[src/rtl/rarmt_pkg.sv]
`default_nettype none
package rarmt_pkg;

  localparam int LEAF_BITS = 10;
  localparam int NODE_BITS = LEAF_BITS + 1;
  localparam int LVL_BITS  = 4;
  localparam logic [NODE_BITS-1:0] ROOT_NODE = NODE_BITS'(1);
  localparam logic [NODE_BITS-1:0] LAST_NODE = {NODE_BITS{1'b1}};

  localparam logic OP_ADD   = 1'b0;
  localparam logic OP_QUERY = 1'b1;

  typedef struct packed {
    logic               operation;
    logic [9:0]         range_low;
    logic [9:0]         range_high;
    logic signed [31:0] delta;
  } cmd_t;

  typedef struct packed {
    logic signed [31:0] max_value;
    logic [9:0]         max_position;
    logic               found;
  } result_t;

  typedef struct packed {
    logic signed [31:0] max;
    logic [9:0]         argmax;
    logic signed [31:0] pending;
  } node_t;

  typedef enum logic [3:0] {
    S_CLEAR, S_IDLE, S_VISIT, S_QFOLD, S_PUSH0, S_APPLY1, S_APPLY2,
    S_RET, S_REC1, S_REC2
  } state_t;

  typedef enum logic [1:0] {
    AK_FULL, AK_LEFT, AK_RIGHT
  } apply_kind_t;

  // first leaf of heap node v at depth lvl
  function automatic logic [9:0] node_lo(logic [NODE_BITS-1:0] v,
                                         logic [LVL_BITS-1:0] lvl);
    logic [LVL_BITS-1:0]  sh;
    logic [NODE_BITS-1:0] base;
    sh   = LVL_BITS'(LEAF_BITS) - lvl;
    base = NODE_BITS'(v << sh);
    return base[9:0];
  endfunction

  // last leaf of heap node v at depth lvl
  function automatic logic [9:0] node_hi(logic [NODE_BITS-1:0] v,
                                         logic [LVL_BITS-1:0] lvl);
    logic [LVL_BITS-1:0]  sh;
    logic [NODE_BITS-1:0] mask;
    sh   = LVL_BITS'(LEAF_BITS) - lvl;
    mask = NODE_BITS'((NODE_BITS'(1) << sh) - NODE_BITS'(1));
    return node_lo(v, lvl) | mask[9:0];
  endfunction

endpackage
`default_nettype wire

[src/rtl/rarmt_alu.sv]
`default_nettype none
module rarmt_alu
  import rarmt_pkg::*;
(
  input  wire logic signed [31:0] a,
  input  wire logic signed [31:0] b,
  output logic signed [31:0]      sum,
  output logic                    gt
);

  logic signed [32:0] wide;

  // saturating add, and a > b on the same operands
  always_comb begin
    wide = 33'(a) + 33'(b);
    if (wide > 33'sh0_7FFF_FFFF) begin
      sum = 32'sh7FFF_FFFF;
    end else if (wide < -33'sh0_8000_0000) begin
      sum = 32'sh8000_0000;
    end else begin
      sum = wide[31:0];
    end
    gt = a > b;
  end

endmodule
`default_nettype wire

[config.mk]
export PLATFORM = sky130hd
export DESIGN_NAME = rarmt_alu
export DESIGN_NICKNAME = d
export VERILOG_FILES = /design/src/rtl/rarmt_pkg.sv /design/src/rtl/rarmt_alu.sv
export SDC_FILE = /design/constraint.sdc
export NUM_CORES = 1
export LEC_CHECK = 0
export BUFFER_PORTS_ARGS = -buffer_cell sky130_fd_sc_hd__buf_2
export CORE_MARGIN = 4
export CORE_UTILIZATION = 35
export DETAILED_ROUTE_END_ITERATION = 16
export SKIP_LAST_GASP = 1
export SYNTH_ARGS = -nofsm -noshare
export SYNTH_HDL_FRONTEND = slang
export SYNTH_SLANG_ARGS = --single-unit
[constraint.sdc]
create_clock -name vclk -period 8
set_input_delay 0.8 -clock vclk [all_inputs]
set_output_delay 0.8 -clock vclk [all_outputs]
set_load 0.01 [all_outputs]
==> flow_summary_export.csv <==
group,metric,value,unit
outcome,status,"complete, no violations",
sta,finalSetupTns,0,ns
cells_and_area,final.fill_count,850,
cells_and_area,syn_to_final_growth,18.64,%
power_and_ir_drop,power_leakage,1.716,nW
grt,grt_antenna_before_repair,0,
drt,drt-total-wl,8.000,mm
yosys,synth_cell_types,61,
power_and_ir_drop,vdd_ir_drop_max,45.25,uV
hold_path,min_to,"sum[0]",
cells_and_area,clock_buffers,0,
clocking,postCtsHoldBufs,0,
clocking,ctsResizeCount,0,
sta,rsz0062_at_grt,"no",
floorplan,start_util,36.46,%
cells_and_area,seq_area,0,um^2
power_and_ir_drop,swShare,58.37,%
yosys,synth_warnings,0,
power_and_ir_drop,switchingPower,184.4,uW
grt,grt_pass1_vias,3005,
sta,relSlewSlack,25.58,%
yosys,syn_nets,536,
yosys,yosysSeqAreaShare,0,%
cells_and_area,multi_input_area,0.002539,mm^2
yosys,synth_area,0.002846,mm^2
power_and_ir_drop,power.clock.fraction,0,%
drt,drtIter0Drc,125,
power_and_ir_drop,comb_power_share,100.0,%
place,portBuffers,97,
sta,hold-worst-slack,2.050,ns
drt,wl_per_cell,13.56,um
floorplan,die-area,0.009639,mm^2
hold_path,hp-class,"input port to output port",
floorplan,fp.coreArea,0.007807,mm^2
sta,hold_viol_final,0,
floorplan,dieWidth,98.18,um
sta,drv_slew,0,
sta,worst_pin_slew,1.115,ns
drt,route.detailed.drc,0,
hold_path,hold_start,"b[0]",
power_and_ir_drop,intPower,131.5,uW
place,globalplace.congestion,0.8615,
sta,max_freq,197.0,MHz
place,hpwl,6.825,mm
worst_setup_path,critPathCaptureType,"output port",
floorplan,core.rowCount,32,
worst_setup_path,cp_max_fo,29,
power_and_ir_drop,power_density,93.52,mW/mm^2
run,max-cap-violations,0,
worst_setup_path,startpoint_type,"input port",
grt,grt_max_degree,30,
yosys,syn_inst,407,
worst_setup_path,cp.arrival,4.28,ns
grt,grt_pass1_wl,13.40,mm
grt,gr-total-overflow,0,
clocking,post-cts-setup-buffers,0,
cells_and_area,seq_cells,0,
cells_and_area,diodes,0,
cells_and_area,layout.nets,619,
grt,grt_usage,15.77,%
sta,finalCriticalPeriod,5.076,ns
power_and_ir_drop,p_seq_share,0,%
floorplan,die_y,98.18,um
drt,dr_total_vias,3036,
sta,setup_violations,0,
drt,first_pass_iters,4,
worst_setup_path,crit_required,7.20,ns
drt,ant_nets,0,
cells_and_area,drive_above_1_share,25.61,%
worst_setup_path,crit_start,"b[15]",
drt,routed_via_density,5.146,
floorplan,io_pins,97,
worst_setup_path,worstSetupPathType,"input port to output port",
sta,period_share,63.45,%
yosys,synth.avg_cell_area,6.994,um^2
hold_path,whs_path_depth,4,
[routing by layer]
layer  vias up  part of all wire (%)  global-route usage [%]
li1       1577                     -                       -
met1      1362                    46                   21.39
met2        89                    46                   27.43
met3         8                   6.4                   1.929
met4         0                   1.2                   2.101
met5         -                     0                       0
[critical path: stages]
cell,delay [ns]
buf_2,0.09
inv_1,0.04
ha_1,0.41
inv_2,0.10
a2111oi_0,0.58
o311a_2,0.34
a21oi_2,0.09
a31o_2,0.26
a21o_2,0.23
nor2_2,0.84
o21ai_0,0.28
buf_2,0.22
[power by group through the flow]
stage | Clock (mW) | Combinational, mW | Sequential (mW)
2_1_floorplan | 0 | 0.214 | 0
3_3_place_gp | 0 | 0.313 | 0
3_5_place_dp | 0 | 0.314 | 0
4_1_cts | 0 | 0.317 | 0
5_1_grt | 0 | 0.352 | 0
6_report | 0 | 0.316 | 0
[kinds of logic after synthesis]
| kind of cell | after synthesis | share of synthesized area [%] |
|---|---|---|
| mux | 2 | 0.7033 |
| xor+xnor | 27 | 8.307 |
| compound gates | 133 | 32.57 |
| buf+inv | 76 | 10.90 |
| fa+ha+maj | 67 | 29.54 |
| simple gates | 102 | 17.98 |
[area by class of cell]
type               instances  share of cell area (%)
inverters                 60                   6.669
multi-input cells        331                   75.18
well taps                102                   3.779
repair buffers            97                   14.38
[worst max path at each step]
stage	to	slack, ns
after floorplan	sum[0]	4.07
final	sum[27]	2.92
after global placement	sum[17]	2.94
after global routing	sum[22]	2.60
after detailed placement	sum[11]	2.96
after CTS	sum[11]	2.95
[placed cells by master, fill, tap and decap left out, drive strengths merged, types with 6 or more instances in the layout]
master,Yosys,final
xnor2,22,22
o21ai,28,28
ha,64,64
nor3,8,8
a21oi,50,50
nand2,16,16
o31ai,6,6
nand4,9,9
nor2b,10,10
buf,8,97
o21bai,8,8
inv,60,60
nor2,36,36
a21o,7,7
[Yosys cell counts, drive strengths merged, types with 2 or more instances]
| master | number | area, um^2 |
|---|---|---|
| maj3 | 2 | 20.02 |
| a21boi | 3 | 26.27 |
| nor2 | 36 | 135.1 |
| nand4 | 9 | 56.30 |
| nand2b | 4 | 25.02 |
| o41a | 2 | 32.53 |
| or4 | 2 | 22.52 |
| a21o | 7 | 53.80 |
| or2 | 3 | 18.77 |
| xnor2 | 22 | 192.7 |
| xor2 | 5 | 43.79 |
| o31ai | 6 | 45.04 |
| ha | 64 | 800.8 |
| o31a | 2 | 17.52 |
| nor2b | 10 | 65.06 |
| buf | 8 | 55.05 |
| a2111oi | 4 | 60.06 |
| o21a | 3 | 22.52 |
| nor3 | 8 | 45.04 |
| nand2 | 16 | 60.06 |
| o211ai | 4 | 35.03 |
| o21ai | 28 | 140.1 |
| o21bai | 8 | 60.06 |
| a31oi | 4 | 40.04 |
| inv | 60 | 225.2 |
| clkbuf | 8 | 30.03 |
| a21bo | 2 | 26.28 |
| nor4 | 5 | 31.28 |
| mux2i | 2 | 20.02 |
| a211oi | 2 | 20.02 |
| nand3 | 5 | 25.02 |
| a21oi | 50 | 276.5 |
[stage by stage]
| step | utilization, % | cell area (um^2) | power (mW) | setup slack [ns] | instances |
|---|---|---|---|---|---|
| finish | 43.25 | 3377 | 0.3158 | 2.924 | 590 |
| detailed placement | 43.25 | 3377 | 0.3144 | 2.956 | 590 |
| global route | 43.25 | 3377 | 0.3523 | 2.598 | 590 |
| floorplan | - | 2846 | 0.2145 | 4.066 | 407 |
| global placement | 43.25 | 3377 | 0.3132 | 2.939 | 590 |
| CTS | 43.25 | 3377 | 0.3167 | 2.947 | 590 |
No activity file was read; power rests on OpenSTA's default activity.
